[config.mk]
export PLATFORM = sky130hd
export DESIGN_NAME = lru_key_value_cache
export DESIGN_NICKNAME = d
export VERILOG_FILES = /design/src/sv/lkvc_pkg.sv /design/src/sv/lru_key_value_cache.sv /design/src/sv/lkvc_ctrl.sv /design/src/sv/lkvc_dp.sv
export SDC_FILE = /design/constraint.sdc
export NUM_CORES = 2
export LEC_CHECK = 0
export BUFFER_PORTS_ARGS = -buffer_cell sky130_fd_sc_hd__buf_2
export CORE_ASPECT_RATIO = 1.2
export CORE_MARGIN = 2
export CORE_UTILIZATION = 25
export DETAILED_ROUTE_END_ITERATION = 10
export PLACE_DENSITY_LB_ADDON = 0.2
export SYNTH_ARGS = -nofsm -noshare
export SYNTH_HDL_FRONTEND = slang
export SYNTH_SLANG_ARGS = --single-unit
[constraint.sdc]
create_clock -name clk -period 5.4 [get_ports clk]
set_input_delay 1.62 -clock clk [delete_from_list [all_inputs] [get_ports clk]]
set_output_delay 1.62 -clock clk [all_outputs]
set_load 0.005 [all_outputs]
[src/sv/lkvc_pkg.sv]
// lkvc_pkg: shared types and constants for the LRU key-value cache.
// Used by the top level, sequencer and datapath; depends on nothing.
package lkvc_pkg;

    localparam int ENTRIES    = 16;
    localparam int KEY_BITS   = 16;
    localparam int VALUE_BITS = 31;
    localparam int IDX_BITS   = $clog2(ENTRIES);
    localparam int CNT_BITS   = $clog2(ENTRIES + 1);
    localparam int CAP_BITS   = 5;
    localparam logic [CAP_BITS-1:0] CAP_RESET = CAP_BITS'(ENTRIES);
    localparam int RD_BITS    = 32;
    localparam logic [RD_BITS-1:0] RD_MISS = '1;

    typedef enum logic
    {
        OP_GET = 1'b0,
        OP_PUT = 1'b1
    } op_t;

    typedef enum logic [1:0]
    {
        ST_IDLE,
        ST_LOOK,
        ST_DONE
    } state_t;

    // controller -> datapath
    typedef struct packed
    {
        logic load;     // capture input beat
        logic exec;     // apply lookup result to store
        logic out_pop;  // result beat taken
    } cmd_t;

    // datapath -> controller
    typedef struct packed
    {
        logic res_valid;
    } sts_t;

endpackage

[src/sv/lru_key_value_cache.sv]
// lru_key_value_cache: top level, joins sequencer and datapath.
// Depends on lkvc_pkg, lkvc_ctrl, lkvc_dp.
//
//  channel  | dir | tdata (low bit up)                        | tuser
//  s_axis   | in  | key[15:0], value[46:16], pad to 48        | operation
//  m_axis   | out | read_value[31:0], evicted_key[47:32]      | hit, evicted
//  cfg      | in  | capacity_in_use[4:0]                      | -
//
// Each beat passes through capture, lookup/update and result, in that order.
// The lookup cycle does all key compares and rank updates in parallel.
// The result register holds until m_axis_tready; no new beat is taken
// until it is gone. Reset empties the store at once, no clearing pass.
module lru_key_value_cache
(
    input  logic        clk,
    input  logic        rst_n,
    input  logic        cfg_we,
    input  logic [4:0]  cfg_data,        // capacity_in_use
    input  logic        s_axis_tvalid,
    output logic        s_axis_tready,
    input  logic [47:0] s_axis_tdata,    // key[15:0], value[46:16], 0
    input  logic        s_axis_tuser,    // operation
    output logic        m_axis_tvalid,
    input  logic        m_axis_tready,
    output logic [47:0] m_axis_tdata,    // read_value[31:0], evicted_key[47:32]
    output logic [1:0]  m_axis_tuser     // hit[0], evicted[1]
);

    lkvc_pkg::cmd_t cmd;
    lkvc_pkg::sts_t sts;
    logic           in_fire, out_fire;
    logic           hit, ev;
    logic [31:0]    rd;
    logic [15:0]    evk;

    assign in_fire  = s_axis_tvalid && s_axis_tready;
    assign out_fire = m_axis_tvalid && m_axis_tready;

    lkvc_ctrl u_ctrl
    (
        .clk      (clk),
        .rst_n    (rst_n),
        .in_fire  (in_fire),
        .out_fire (out_fire),
        .sts      (sts),
        .cmd      (cmd),
        .in_rdy   (s_axis_tready)
    );

    lkvc_dp u_dp
    (
        .clk      (clk),
        .rst_n    (rst_n),
        .cmd      (cmd),
        .cfg_we   (cfg_we),
        .cfg_data (cfg_data),
        .in_op    (s_axis_tuser),
        .in_key   (s_axis_tdata[15:0]),
        .in_value (s_axis_tdata[46:16]),
        .sts      (sts),
        .res_hit  (hit),
        .res_rd   (rd),
        .res_ev   (ev),
        .res_evk  (evk)
    );

    assign m_axis_tvalid = sts.res_valid;
    assign m_axis_tdata  = {evk, rd};
    assign m_axis_tuser  = {ev, hit};

endmodule

[src/sv/lkvc_ctrl.sv]
// lkvc_ctrl: sequencer for one request at a time.
// Depends on lkvc_pkg.
module lkvc_ctrl
(
    input  logic             clk,
    input  logic             rst_n,
    input  logic             in_fire,
    input  logic             out_fire,
    input  lkvc_pkg::sts_t   sts,
    output lkvc_pkg::cmd_t   cmd,
    output logic             in_rdy
);

    lkvc_pkg::state_t state_reg, state_next;

    always_ff @(posedge clk or negedge rst_n)
    begin
        if (!rst_n)
        begin
            state_reg <= lkvc_pkg::ST_IDLE;
        end
        else
        begin
            state_reg <= state_next;
        end
    end

    always_comb
    begin
        state_next = state_reg;
        unique case (state_reg)
            lkvc_pkg::ST_IDLE: if (in_fire) state_next = lkvc_pkg::ST_LOOK;
            lkvc_pkg::ST_LOOK: state_next = lkvc_pkg::ST_DONE;
            lkvc_pkg::ST_DONE: if (out_fire) state_next = lkvc_pkg::ST_IDLE;
            default:           state_next = lkvc_pkg::ST_IDLE;
        endcase
    end

    always_comb
    begin
        cmd     = '0;
        in_rdy  = 1'b0;
        unique case (state_reg)
            lkvc_pkg::ST_IDLE:
            begin
                in_rdy   = 1'b1;
                cmd.load = in_fire;
            end
            lkvc_pkg::ST_LOOK: cmd.exec = 1'b1;
            lkvc_pkg::ST_DONE: cmd.out_pop = out_fire && sts.res_valid;
            default: ;
        endcase
    end

endmodule

[src/sv/lkvc_dp.sv]
// lkvc_dp: entry stores, parallel key compare, rank update, result register.
// Depends on lkvc_pkg.
module lkvc_dp
(
    input  logic                                clk,
    input  logic                                rst_n,
    input  lkvc_pkg::cmd_t                      cmd,
    input  logic                                cfg_we,
    input  logic [lkvc_pkg::CAP_BITS-1:0]       cfg_data,
    input  logic                                in_op,
    input  logic [lkvc_pkg::KEY_BITS-1:0]       in_key,
    input  logic [lkvc_pkg::VALUE_BITS-1:0]     in_value,
    output lkvc_pkg::sts_t                      sts,
    output logic                                res_hit,
    output logic [lkvc_pkg::RD_BITS-1:0]        res_rd,
    output logic                                res_ev,
    output logic [lkvc_pkg::KEY_BITS-1:0]       res_evk
);

    localparam int N  = lkvc_pkg::ENTRIES;
    localparam int IB = lkvc_pkg::IDX_BITS;
    localparam int CB = lkvc_pkg::CNT_BITS;

    logic [lkvc_pkg::CAP_BITS-1:0]   cap_reg;
    logic                            op_reg;
    logic [lkvc_pkg::KEY_BITS-1:0]   key_reg;
    logic [lkvc_pkg::VALUE_BITS-1:0] val_reg;
    logic [N-1:0]                    vld_reg;
    logic [IB-1:0]                   rank_reg [N];
    logic [lkvc_pkg::KEY_BITS-1:0]   ekey_reg [N];
    logic [lkvc_pkg::VALUE_BITS-1:0] eval_reg [N];
    logic [CB-1:0]                   used_reg;
    logic                            rv_reg;
    logic                            hit_reg, ev_reg;
    logic [lkvc_pkg::RD_BITS-1:0]    rd_reg;
    logic [lkvc_pkg::KEY_BITS-1:0]   evk_reg;

    logic [N-1:0]  match;
    logic          found;
    logic [IB-1:0] fidx, free_idx, lru_idx, slot;
    logic          have_free, have_lru, do_ins, do_ev;
    logic [CB-1:0] cap_eff;

    always_comb
    begin
        for (int i = 0; i < N; i++)
        begin
            match[i] = vld_reg[i] && (ekey_reg[i] == key_reg);
        end
    end

    // priority encoders: lowest index wins
    always_comb
    begin
        found = 1'b0; fidx = '0;
        have_free = 1'b0; free_idx = '0;
        have_lru = 1'b0; lru_idx = '0;
        for (int i = N - 1; i >= 0; i--)
        begin
            if (match[i])
            begin
                found = 1'b1; fidx = IB'(i);
            end
            if (!vld_reg[i])
            begin
                have_free = 1'b1; free_idx = IB'(i);
            end
            // least recent holds rank used-1, unique among valid entries
            if (vld_reg[i] && (CB'(rank_reg[i]) == used_reg - CB'(1)))
            begin
                have_lru = 1'b1; lru_idx = IB'(i);
            end
        end
    end

    always_comb
    begin
        if (cap_reg == '0)
            cap_eff = CB'(1);
        else if (32'(cap_reg) > N)
            cap_eff = CB'(N);
        else
            cap_eff = CB'(cap_reg);
        do_ins = !found && (op_reg == lkvc_pkg::OP_PUT);
        do_ev  = do_ins && !((used_reg < cap_eff) && have_free) && have_lru;
        if (do_ev)
            slot = lru_idx;
        else if ((used_reg < cap_eff) && have_free)
            slot = free_idx;
        else
            slot = '0;
    end

    always_ff @(posedge clk or negedge rst_n)
    begin
        if (!rst_n)
        begin
            cap_reg  <= lkvc_pkg::CAP_RESET;
            vld_reg  <= '0;
            used_reg <= '0;
            rv_reg   <= 1'b0;
            for (int i = 0; i < N; i++)
            begin
                rank_reg[i] <= '0;
            end
        end
        else
        begin
            if (cfg_we)
                cap_reg <= cfg_data;
            if (cmd.exec)
            begin
                rv_reg <= 1'b1;
                if (found)
                begin
                    for (int i = 0; i < N; i++)
                    begin
                        if (i == 32'(fidx))
                            rank_reg[i] <= '0;
                        else if (vld_reg[i] && rank_reg[i] < rank_reg[fidx])
                            rank_reg[i] <= rank_reg[i] + IB'(1);
                    end
                end
                else if (do_ins)
                begin
                    for (int i = 0; i < N; i++)
                    begin
                        if (i == 32'(slot))
                            rank_reg[i] <= '0;
                        else if (vld_reg[i])
                            rank_reg[i] <= rank_reg[i] + IB'(1);
                    end
                    vld_reg[slot] <= 1'b1;
                    if (!do_ev)
                        used_reg <= used_reg + CB'(1);
                end
            end
            else if (cmd.out_pop)
            begin
                rv_reg <= 1'b0;
            end
        end
    end

    // payload registers, no reset
    always_ff @(posedge clk)
    begin
        if (cmd.load)
        begin
            op_reg  <= in_op;
            key_reg <= in_key;
            val_reg <= in_value;
        end
        if (cmd.exec)
        begin
            hit_reg <= found;
            ev_reg  <= do_ev;
            evk_reg <= do_ev ? ekey_reg[lru_idx] : '0;
            if (op_reg == lkvc_pkg::OP_PUT)
                rd_reg <= '0;
            else if (found)
                rd_reg <= {1'b0, eval_reg[fidx]};
            else
                rd_reg <= lkvc_pkg::RD_MISS;
            if (found && op_reg == lkvc_pkg::OP_PUT)
                eval_reg[fidx] <= val_reg;
            if (do_ins)
            begin
                ekey_reg[slot] <= key_reg;
                eval_reg[slot] <= val_reg;
            end
        end
    end

    assign sts.res_valid = rv_reg;
    assign res_hit = hit_reg;
    assign res_rd  = rd_reg;
    assign res_ev  = ev_reg;
    assign res_evk = evk_reg;

endmodule

==> metrics.cfg <==
[run_status]
status = finished, violations left
violations = negative setup slack

[cells_and_area]
fillers = 18200
num-nets-final = 4423
drive_gt1_share_pct = 30.1
largest_reg_flops = 496
register_area_um2 = 27900
areaGrowthSynthToFinish_pct = 30.7
final_cell_area_um2 = 60200
multi_input_area_um2 = 19000
instances_no_fill = 6828

[synth]
synthCells = 3627
yosys-top-cells-area = edfxtp_1 (55%), dfrtp_1 (5.0%), mux2i_1 (4.3%), xnor2_1 (4.0%), nand2_1 (3.1%)
synth_top_area_cell = edfxtp_1
synth-seq-cells = 943
synth_ff_type = edfxtp_1
synth-edff-count = 850
synth_cell_types = 98
seq_area_frac_synth_pct = 60.5
ys_warn_count = 0
synth_most_common_cell = edfxtp_1
avgSynthCellArea_um2 = 12.7
synthTopCellsByCount = edfxtp_1 (850), nand2_1 (377), o21ai_0 (209), xnor2_1 (209), mux2i_1 (198)
synth_area_um2 = 46100
async_reset_ff_share_pct = 9.86
syn_nets = 3756
synth_top_area_share_pct = 55.4

[clock_tree]
cts_tree = built
root_buffer = clkbuf_16
clk_pin_slew_ns = 0.06
clock_latency_ns = 0.75
clockBufferDepth = 3
clock-sinks = 943
numCtsBuffers = 107
ctsHoldBuffers = 0
htree_levels = 3

[timing]
min_period_ns = 5.46
slew_headroom_pct = 30.9
rsz0062_at_grt = true
worst_pin_slew_ns = 1.02
setup_violations = 8
fin_setup_tns_ns = -0.252
setup_ws_ns = -0.0583
clock_skew_ns = 0.0708
hold_viol_final = 0
fmax_mhz = 183
period_share_pct = 101
drv_slew = 0

[worst_setup_path]
reg2reg_slack_ns = -0.06
worstPathCellList = buf_6 -> buf_12 -> buf_8 -> xnor2_2 -> nand4_1 -> buf_4 -> buf_4 -> or4_4 -> o22ai_4 -> a31oi_1 -> buf_4 -> o22ai_4 -> buf_6 -> buf_4 -> o21ai_1 -> a221o_2 -> buf_6 -> buf_12 -> ha_4 -> or4_4 -> o211ai_1 -> nand2_1 -> or2_1 -> o31ai_1
crit_path_start_kind = register
cp_top_family = simple AND/OR/NAND/NOR gates
crit_path_end_kind = register
crit_type = reg -> reg
path_max_fanout = 7
crit_path_max_incr_delay_ns = 0.52
cp_slowest_cell = or4_4
worstPathArrival_ns = 6.10
cpMostUsedCell = buf_4
timing.rr.start = u_dp.key_reg[2]$_DFFE_PP_
startpoint = u_dp.key_reg[2]$_DFFE_PP_
crit_buf_inv = 10
crit_required_ns = 6.05

[route]
firstDrtPassIters = 7
routed_via_density = 4.75
antenna_left = 0
avgRoutedWirePerCell_um = 23.5
drt_iter0_drc = 2077
drt-total-wl_um = 161000
vias = 32500
route.detailed.drc = 0

[grt]
grt_start_max_net_pins = 126
grt_use_total_pct = 16.7
antenna_found_initial = 4
grt_pass1_vias = 32800
grt_first_pass_wirelength_um = 230000
grt.overflow.total = 0

[placed_design]
post-place-ws_ns = -0.635
io_buffers = 109
placed_area_um2 = 54200
dp_hpwl_um = 107000
dp_cells = 6558
gp_congestion = 0.902

[floorplan]
io_pins = 111
die_w_um = 396
fp-row-count = 172
die_h_um = 474
core_area_um2 = 183000
start_util_pct = 25.1
dieArea_um2 = 188000

[hold_path]
min_from = u_ctrl.state_reg[1]$_DFFE_PN0P_
min_path_type = reg -> reg

[pwr]
power_leakage_nw = 21.3
peakVddDrop_mv = 0.286
power_density_nw_per_um2 = 254

[run]
cap_violations = 0

cell families after synthesis:
| group | count (synthesis) | share of synthesized area (%) |
|---|---|---|
| adders and majority gates | 70 | 1.90 |
| buffers and inverters | 236 | 2.36 |
| muxes | 298 | 6.75 |
| DFF | 943 | 60.5 |
| AOI/OAI and AO/OA | 726 | 10.3 |
| and+or+nand+nor | 1025 | 11.4 |
| xor gates and xnor gates | 329 | 6.78 |
stage by stage:
| stage | util, % | hold WS [ns] | total power [mW] |
|---|---|---|---|
| 5_1_grt | 32.9 | 0.552 | 15.8 |
| 4_1_cts | 32.2 | 0.519 | 15.5 |
| 3_3_place_gp | 29.6 | 0.497 | 8.07 |
| 6_report | 32.9 | 0.512 | 15.3 |
| 3_5_place_dp | 29.6 | 0.510 | 8.07 |
| 2_1_floorplan | - | 0.475 | 8.02 |
worst paths after layout:
kind / endpoint / depth (start not counted)
worst max-delay path: u_dp.rank_reg[22]$_DFFE_PN0P_ / 24
worst min-delay path: u_dp.sts$_DFFE_PN0P_ / 1
worst max register to register: u_dp.rank_reg[22]$_DFFE_PN0P_ / 24
worst min register to register: u_dp.sts$_DFFE_PN0P_ / 1
max in group asynchronous: u_dp.rank_reg[60]$_DFFE_PN0P_ / 2
min in group asynchronous: u_dp.sts$_DFFE_PN0P_ / 1
routing by layer:
metal  vias up  part of all wire, %  track usage (%)  wire, um
li1      15100                    -                -         -
met1     16500                   42             20.4     67300
met2       691                   51             30.2     82500
met3       229                  3.6             1.86      5720
met4         0                  3.3             5.84      5310
met5         -                    0                0         0
area by class of cell:
cell class                      instances  share of cell area (%)
Clock buffer                          136                    4.77
Sequential cell                       943                    46.3
Antenna cell                            3                  0.0125
Multi-Input combinational cell       2448                    31.5
Clock inverter                         68                    1.11
Tap cell                             2436                    5.06
Inverter                               36                   0.227
Timing Repair Buffer                  758                    11.0
cells in the final DEF (no fill, tap or decap), types with 37 or more instances in the layout:
master / instances
ha_1: 49
xnor2_1: 172
o211ai_1: 46
a211oi_1: 135
clkbuf_16: 110
buf_6: 37
nor3_1: 37
mux2_2: 100
nand3_1: 62
buf_4: 528
o21ai_0: 174
dfrtp_1: 92
nand4_1: 81
buf_2: 108
mux2i_1: 197
nor2b_1: 79
buf_12: 69
edfxtp_1: 850
nor2_1: 114
a21oi_1: 119
xor2_1: 94
nand2_1: 370
report_power, final:
group | switching (mW) | internal [mW]
clock network | 3.14 | 4.25
registers | 0.00388 | 7.85
logic | 0.0365 | 0.0224
total | 3.18 | 12.1
repair_timing:
action,in CTS,in global routing
cloned,5,1
setup buffers,41,20
setup endpoints to repair,569,411
pin swaps,71,124
gates resized for setup,177,185
Power figures use the tool's default switching activity.
